--- src/rtl/msar_pkg.sv ---
`timescale 1ns / 1ps
// ----------------------------------------------------------------------------
// msar_pkg
// Shared constants and types for the max-subarray-after-removals block.
// ----------------------------------------------------------------------------
package msar_pkg;

    localparam int DEPTH  = 1024;
    localparam int NCELL  = 8;
    localparam int SEG    = DEPTH / NCELL;
    localparam int ADDR_W = $clog2(DEPTH);
    localparam int CELL_W = $clog2(NCELL);
    localparam int SEG_W  = $clog2(SEG);
    localparam int LEN_W  = ADDR_W + 1;
    localparam int VAL_W  = 32;
    localparam int SUM_W  = 41;

    localparam logic [LEN_W-1:0] LENGTH_RESET = LEN_W'(DEPTH);
    localparam logic [LEN_W-1:0] LENGTH_MAX   = LEN_W'(DEPTH);

    localparam logic OP_LOAD   = 1'b0;
    localparam logic OP_REMOVE = 1'b1;

    // table write, broadcast to every cell
    typedef struct packed {
        logic              val_we;
        logic              rem_we;
        logic              rem_all;
        logic [CELL_W-1:0] bank;
        logic [SEG_W-1:0]  addr;
        logic [VAL_W-1:0]  value;
        logic              rem;
    } msar_wr_t;

    // scan position, broadcast to every cell
    typedef struct packed {
        logic              valid;
        logic [CELL_W-1:0] bank;
        logic [SEG_W-1:0]  addr;
        logic              first;
        logic              live;
    } msar_scan_t;

    // running sums handed from cell to cell
    typedef struct packed {
        logic [SUM_W-1:0] cur;
        logic [SUM_W-1:0] best;
    } msar_run_t;

endpackage

--- src/rtl/msar_ctrl.sv ---
`timescale 1ns / 1ps
// ----------------------------------------------------------------------------
// msar_ctrl
// Sequencer: flag clearing after reset, table writes, the entry-by-entry
// scan and the result register.
// ----------------------------------------------------------------------------
module msar_ctrl
    import msar_pkg::*;
(
    input  logic              clk,
    input  logic              rst_n,
    input  logic              in_valid,
    output logic              in_ready,
    input  logic              operation,
    input  logic [ADDR_W-1:0] index,
    input  logic [VAL_W-1:0]  value,
    output logic              out_valid,
    input  logic              out_ready,
    output logic [SUM_W-1:0]  max_sum,
    input  logic              cfg_we,
    input  logic [LEN_W-1:0]  cfg_wdata,
    output msar_wr_t          wr,
    output msar_scan_t        scan,
    input  msar_run_t         run_last
);

    typedef enum logic [2:0] {
        ST_CLEAR,
        ST_IDLE,
        ST_SCAN,
        ST_FLUSH,
        ST_FINISH
    } state_t;

    state_t            state_reg;
    logic [ADDR_W-1:0] pos_reg;
    logic [LEN_W-1:0]  length_reg;
    logic              out_valid_reg;
    logic [SUM_W-1:0]  max_sum_reg;

    logic              accept;
    logic              clearing;
    logic              out_free;
    logic [LEN_W-1:0]  len_eff;

    assign in_ready  = (state_reg == ST_IDLE);
    assign accept    = in_valid && in_ready;
    assign clearing  = (state_reg == ST_CLEAR);
    assign out_free  = !out_valid_reg || out_ready;
    assign len_eff   = (length_reg > LENGTH_MAX) ? LENGTH_MAX : length_reg;
    assign out_valid = out_valid_reg;
    assign max_sum   = max_sum_reg;

    always_comb
    begin
        wr.val_we  = accept && (operation == OP_LOAD);
        wr.rem_we  = accept || clearing;
        wr.rem_all = clearing;
        wr.bank    = index[ADDR_W-1:SEG_W];
        wr.addr    = clearing ? pos_reg[SEG_W-1:0] : index[SEG_W-1:0];
        wr.value   = value;
        wr.rem     = !clearing && (operation == OP_REMOVE);

        scan.valid = (state_reg == ST_SCAN);
        scan.bank  = pos_reg[ADDR_W-1:SEG_W];
        scan.addr  = pos_reg[SEG_W-1:0];
        scan.first = (pos_reg[SEG_W-1:0] == '0);
        scan.live  = ({1'b0, pos_reg} < len_eff);
    end

    always_ff @(posedge clk or negedge rst_n)
    begin
        if (!rst_n)
        begin
            state_reg     <= ST_CLEAR;
            pos_reg       <= '0;
            length_reg    <= LENGTH_RESET;
            out_valid_reg <= 1'b0;
            max_sum_reg   <= '0;
        end
        else
        begin
            if (cfg_we)
            begin
                length_reg <= cfg_wdata;
            end

            // in the finish state the result register is loaded instead
            if (out_valid_reg && out_ready && (state_reg != ST_FINISH))
            begin
                out_valid_reg <= 1'b0;
            end

            unique case (state_reg)
                ST_CLEAR:
                begin
                    // all banks are cleared side by side
                    if (pos_reg[SEG_W-1:0] == SEG_W'(SEG - 1))
                    begin
                        pos_reg   <= '0;
                        state_reg <= ST_IDLE;
                    end
                    else
                    begin
                        pos_reg <= pos_reg + 1'b1;
                    end
                end
                ST_IDLE:
                begin
                    if (accept && (operation == OP_REMOVE))
                    begin
                        pos_reg   <= '0;
                        state_reg <= ST_SCAN;
                    end
                end
                ST_SCAN:
                begin
                    pos_reg <= pos_reg + 1'b1;
                    if (pos_reg == ADDR_W'(DEPTH - 1))
                    begin
                        state_reg <= ST_FLUSH;
                    end
                end
                ST_FLUSH:
                begin
                    // last entry is still in the read and update stages
                    state_reg <= ST_FINISH;
                end
                ST_FINISH:
                begin
                    if (out_free)
                    begin
                        max_sum_reg   <= run_last.best;
                        out_valid_reg <= 1'b1;
                        state_reg     <= ST_IDLE;
                    end
                end
                default:
                begin
                    state_reg <= ST_IDLE;
                end
            endcase
        end
    end

endmodule

--- config.mk ---
export PLATFORM = sky130hd
export DESIGN_NAME = msar_ctrl
export DESIGN_NICKNAME = d
export VERILOG_FILES = /design/src/rtl/msar_pkg.sv /design/src/rtl/msar_ctrl.sv
export SDC_FILE = /design/constraint.sdc
export NUM_CORES = 1
export LEC_CHECK = 0
export ABC_AREA = 1
export BUFFER_PORTS_ARGS = -buffer_cell sky130_fd_sc_hd__buf_2
export CAP_MARGIN = 20
export CORE_MARGIN = 2
export CORE_UTILIZATION = 30
export DETAILED_ROUTE_END_ITERATION = 8
export PLACE_DENSITY_LB_ADDON = 0.3
export SLEW_MARGIN = 20
export SYNTH_ARGS = -nofsm -noshare
export SYNTH_HDL_FRONTEND = slang
export SYNTH_SLANG_ARGS = --single-unit
--- constraint.sdc ---
create_clock -name clk -period 4 [get_ports clk]
set_input_delay 0.4 -clock clk [delete_from_list [all_inputs] [get_ports clk]]
set_output_delay 0.4 -clock clk [all_outputs]
set_load 0.02 [all_outputs]
* After elaboration in Yosys (flattened, before gate mapping)
Cells that the tools add are included.
** Cells by class
- Equal/unequal tests :: 11
- Add/sub/neg operators :: 1
- Multiplexer cells :: 13
- Reduce and logical (&&, ||, !) cells :: 16
- $lt $le $gt $ge :: 2
- Bitwise gates (word level) :: 1
** Operators by type and width (number)
- $pmux 10 s3 :: 1
- $mux 10 :: 2
- $pmux 3 s5 :: 1
- $mux 3 :: 4
- $gt 11x11->1 const B :: 1
- $lt 10x11->1 :: 1
- $mux 11 :: 1
- $add 10x1->10 const B :: 1
- $eq 10x10->1 const B :: 1
- $eq 7x7->1 const B :: 1
- $logic_not 7->1 :: 1
- $mux 7 :: 1
- $eq 3x2->1 const B :: 2
- $logic_and 1x1->1 :: 6
- $ne 2x1->1 const B :: 3
- $reduce_and 2->1 :: 2
- $reduce_and 4->1 :: 1
- $eq 3x1->1 const B :: 1
- $eq 3x3->1 const B :: 1
- $logic_not 3->1 :: 1
- $mux 1 :: 3
- $ne 3x3->1 const B :: 1
- $reduce_bool 3->1 :: 1
- $logic_not 1->1 :: 2
- 3 further kinds :: 4
** Word-level totals
- Bits of input ports :: 141
- Output and inout bits :: 102
- Bits in registers :: 66
- Word-level logic and storage cells :: 49

* Logic depth before layout (Yosys ltp)
- Word-level depth :: 5
- Mapped depth :: 12
- Gate-level depth less buffers :: 12

* Least setup slack after synthesis
No wires, ideal clock.
- Kind :: register to output
- From :: reg length_reg[2]
- To :: out scan[0] in the netlist's numbering
- Stages on the path, launching flop included :: 10
- Slack :: 1.742 ns
- Arrival :: 1.858 ns
- Data required time :: 3.600 ns
- Cell sequence :: dfrtp_1 nor4_1 nand3_1 nand2_1 nand2_1 ha_1 a21o_1 a22oi_1 nand2_1 nor2_1
** RTL lines
- start, declared :: line msar_ctrl.sv:37 : logic [LEN_W-1:0] length_reg;
- start signal, assigned :: line msar_ctrl.sv:85 : length_reg <= cfg_wdata;
- end, declared :: line msar_ctrl.sv:23 : output msar_scan_t scan,

==> impl_summary.txt <==
----------------------------------------------------
[Run status]
  Status ... finished clean

[Pwr]
  Overall power after layout ... 3.197 mW
  Maximum vdd ir drop ... 0.3371 mV
  Total leakage power ... 2.448 nW
  Power density of the placed cells ... 739.4 nW/um^2

[Placed design]
  Placer Congestion ... 0.7835
  Number of I/O port buffers ... 131
  Placed standard-cell area ... 4036 um^2
  Count of placed standard cells including taps ... 663
  Post-DP HPWL ... 6306 um
  Post-place setup slack ... 1.568 ns

[Timing]
  Unrepaired setup endpoints after global routing ... false
  Worst-case clock skew ... 0.004141 ns
  Number of hold-slack violations in the final timing report ... 0
  Final hold slack ... 0.1103 ns
  Maximum clock frequency ... 0.3611 GHz
  Period Utilization, post-route ... 69.23%
  Setup violations, final ... 0
  Setup Total Neg Slack ... 0 ns
  Crit path setup slack, layout ... 1.231 ns
  Clock period minus worst slack ... 2.769 ns
  Max-Slew Margin vs Limit ... 54.32%
  Count of pins over their slew limit ... 0
  Slew at the pin closest to its max-slew limit ... 0.6853 ns

[Finish]
  Most used cells in the layout excluding fill and tap cells ... nand2_1 (154), buf_2 (131), dfrtp_1 (65)
  Layout area overhead ... 22.47%
  Max reg flops ... 41
  Most frequent standard cell in the layout excluding fill and tap cells ... nand2_1
  Final core utilization ... 37.71%
  Post-route insts no fill ... 679
  Net total in the final layout ... 683
  Ratio of cells with drive above 1 in the final layout ... 32.28%
  Count of fill cells added during filler insertion ... 1178
  Ant diodes ... 0
  Design Area, Final ... 4324 um^2

[Setup path]
  Critical Path Stages ... 10
  Depth of the worst register-to-register path ... 7
  Crit path max-delay cell type ... dfrtp_1
  Critical Path Start Type ... flop
  Number of buffer and inverter stages on the critical path ... 1
  Most frequent cell on the critical path ... nand2_1
  Worst reg2reg path endpoint ... max_sum[4]
  Kind of critical path ... flop to output pin
  Critical Path RT ... 3.60 ns
  End point of the critical path ... scan[0]
  Crit path capture type ... output pin
  Reg-to-reg slack, setup ... 2.13 ns
  Critical path origin ... length_reg[2]
  Maximum cell stage delay along the critical path ... 0.39 ns
  Chain of cells forming the critical path ... nor4_1 > nand3_1 > nand2_1 > nand2_1 > ha_1 > a21o_1 > a22oi_1 > nand2_1 > nor2_1 > buf_2
  Crit path arrival time ... 2.37 ns
  Startpoint of the most critical register-to-register path ... state_reg[1]
  Worst-path maximum fanout ... 8
  Cell type group with the largest total delay on the critical path ... simple AND/OR/NAND/NOR gates

[Drt]
  Total wire length after detailed routing ... 8574 um
  Average wire per cell in the routed design ... 12.63 um
  Total number of vias ... 3102
  Detail-routed via count per cell ... 4.568
  Drt drc ... 0
  Pre-Repair DR Iteration Count ... 4
  Starting DRT DRC Count ... 119
  Antenna Nets Post-Route ... 0

[Yosys]
  Per-instance average area after synthesis ... 8.061 um^2
  Post-synthesis instance total ... 438
  Cell types with the largest area share after synthesis ... dfrtp_1 (46%), nand2_1 (16%), buf_4 (7.9%), nand3_1 (7.1%), ha_1 (3.9%)
  Post-synthesis sequential area ratio ... 46.81%
  Number of warning messages in the yosys log ... 0
  Largest area contributor in the synthesized netlist ... dfrtp_1
  Synthesized Nets ... 590
  Netlist area before placement ... 3531 um^2
  Synth top area share ... 46.07%
  Synthesis-stage register bit count ... 66
  Number of distinct library cell variants in the gate-level netlist after synthesis ... 30

[Global routing]
  Sum of overflow across all layers after global routing ... 0
  Number of global-route vias before repair ... 3146
  Number of antenna violations at the first check in global routing ... 0
  Largest net degree at the start of global routing ... 45
  Total track usage ... 14.10%
  Global-route wire length before repair ... 14460 um

[CTS]
  CTS root buffer ... clkbuf_16
  Post-CTS repair timing setup buffer count ... 0
  PostCTS Resize Cnt ... 0
  Inserted Clock Buffers ... 9
  Clock network latency to the later pin of the worst-skew pair ... 0.33 ns
  Clock-pin slew on the worst setup and hold paths ... 0.05 ns
  Maximum buffer depth of the clock tree ... 2
  CTS tree ... built
  Number of H-tree levels ... 3
  Clock Sink Count ... 66
  Post-CTS Hold Fix Bufs ... 0

[Floorplan]
  Height of the die ... 112.5 um
  Horiz. Die Dim ... 112.5 um
  Row count ... 39
  Top-Level Pins ... 243
  Die footprint ... 12650 um^2
  Starting utilization of the core area ... 30.79%
  Core outline area ... 11470 um^2

[Run]
  Number of maximum-capacitance constraint violations ... 0

[Min path]
  Path category of the worst min-delay check ... primary input to async pin

----------------------------------------------------
## final cells by class
| type | count | area (um^2) | share of cell area [%] |
|---|---|---|---|
| Clock inverter | 5 | 55.05 | 1.273 |
| Inverter | 31 | 116.4 | 2.691 |
| Tap cell | 143 | 178.9 | 4.138 |
| Timing Repair Buffer | 134 | 678.2 | 15.68 |
| Multi-Input combinational cell | 289 | 1410 | 32.61 |
| Clock buffer | 11 | 232.7 | 5.382 |
| Sequential cell | 66 | 1653 | 38.22 |
## per-layer routing
layer	wire length, um	part of all wire, %	vias to the layer above	GRT usage (%)
met4	136	1.6	0	6.016
met5	0	0	-	0
met1	3620	42	1418	16.85
li1	-	-	1550	-
met3	842	9.8	14	6.156
met2	3974	46	120	22.21
## worst min path at each step
stage	to	slack, ns	cells past startpoint
CTS	max_sum[23]	0.13	1
detailed placement	max_sum[30]	0.45	2
floorplan	length_reg[0]	0.10	0
finish	max_sum[29]	0.11	1
global placement	max_sum[27]	0.45	2
global route	max_sum[29]	0.16	1
## report_power, final
part / leakage (nW) / total, mW / switching, mW / internal [mW]
logic: 1.48 / 1.38 / 0.940 / 0.441
clock network: 0.136 / 0.763 / 0.283 / 0.480
registers: 0.838 / 1.05 / 0.155 / 0.897
total: 2.45 / 3.20 / 1.38 / 1.82
## synthesized netlist by cell type, drive strengths merged
cell / n
nor3: 4
nand3b: 1
a22oi: 1
nor4: 1
dfrtp: 65
nor2: 24
o211ai: 1
clkbuf: 6
nand3: 53
mux2: 6
ha: 11
o21ai: 17
a21oi: 8
o21bai: 1
inv: 31
nand2: 154
dfstp: 1
nand4: 4
o22ai: 1
buf: 46
a21o: 1
and3: 1
## cells by family after synthesis
kind of cell / after synthesis / share of synthesized area (%)
AOI/OAI and AO/OA: 30 / 4.572
DFF: 66 / 46.81
and+or+nand+nor: 242 / 29.55
muxes: 6 / 1.913
adders and majority gates: 11 / 3.898
buffers and inverters: 83 / 13.25
No activity file was read; power rests on OpenSTA's default activity.
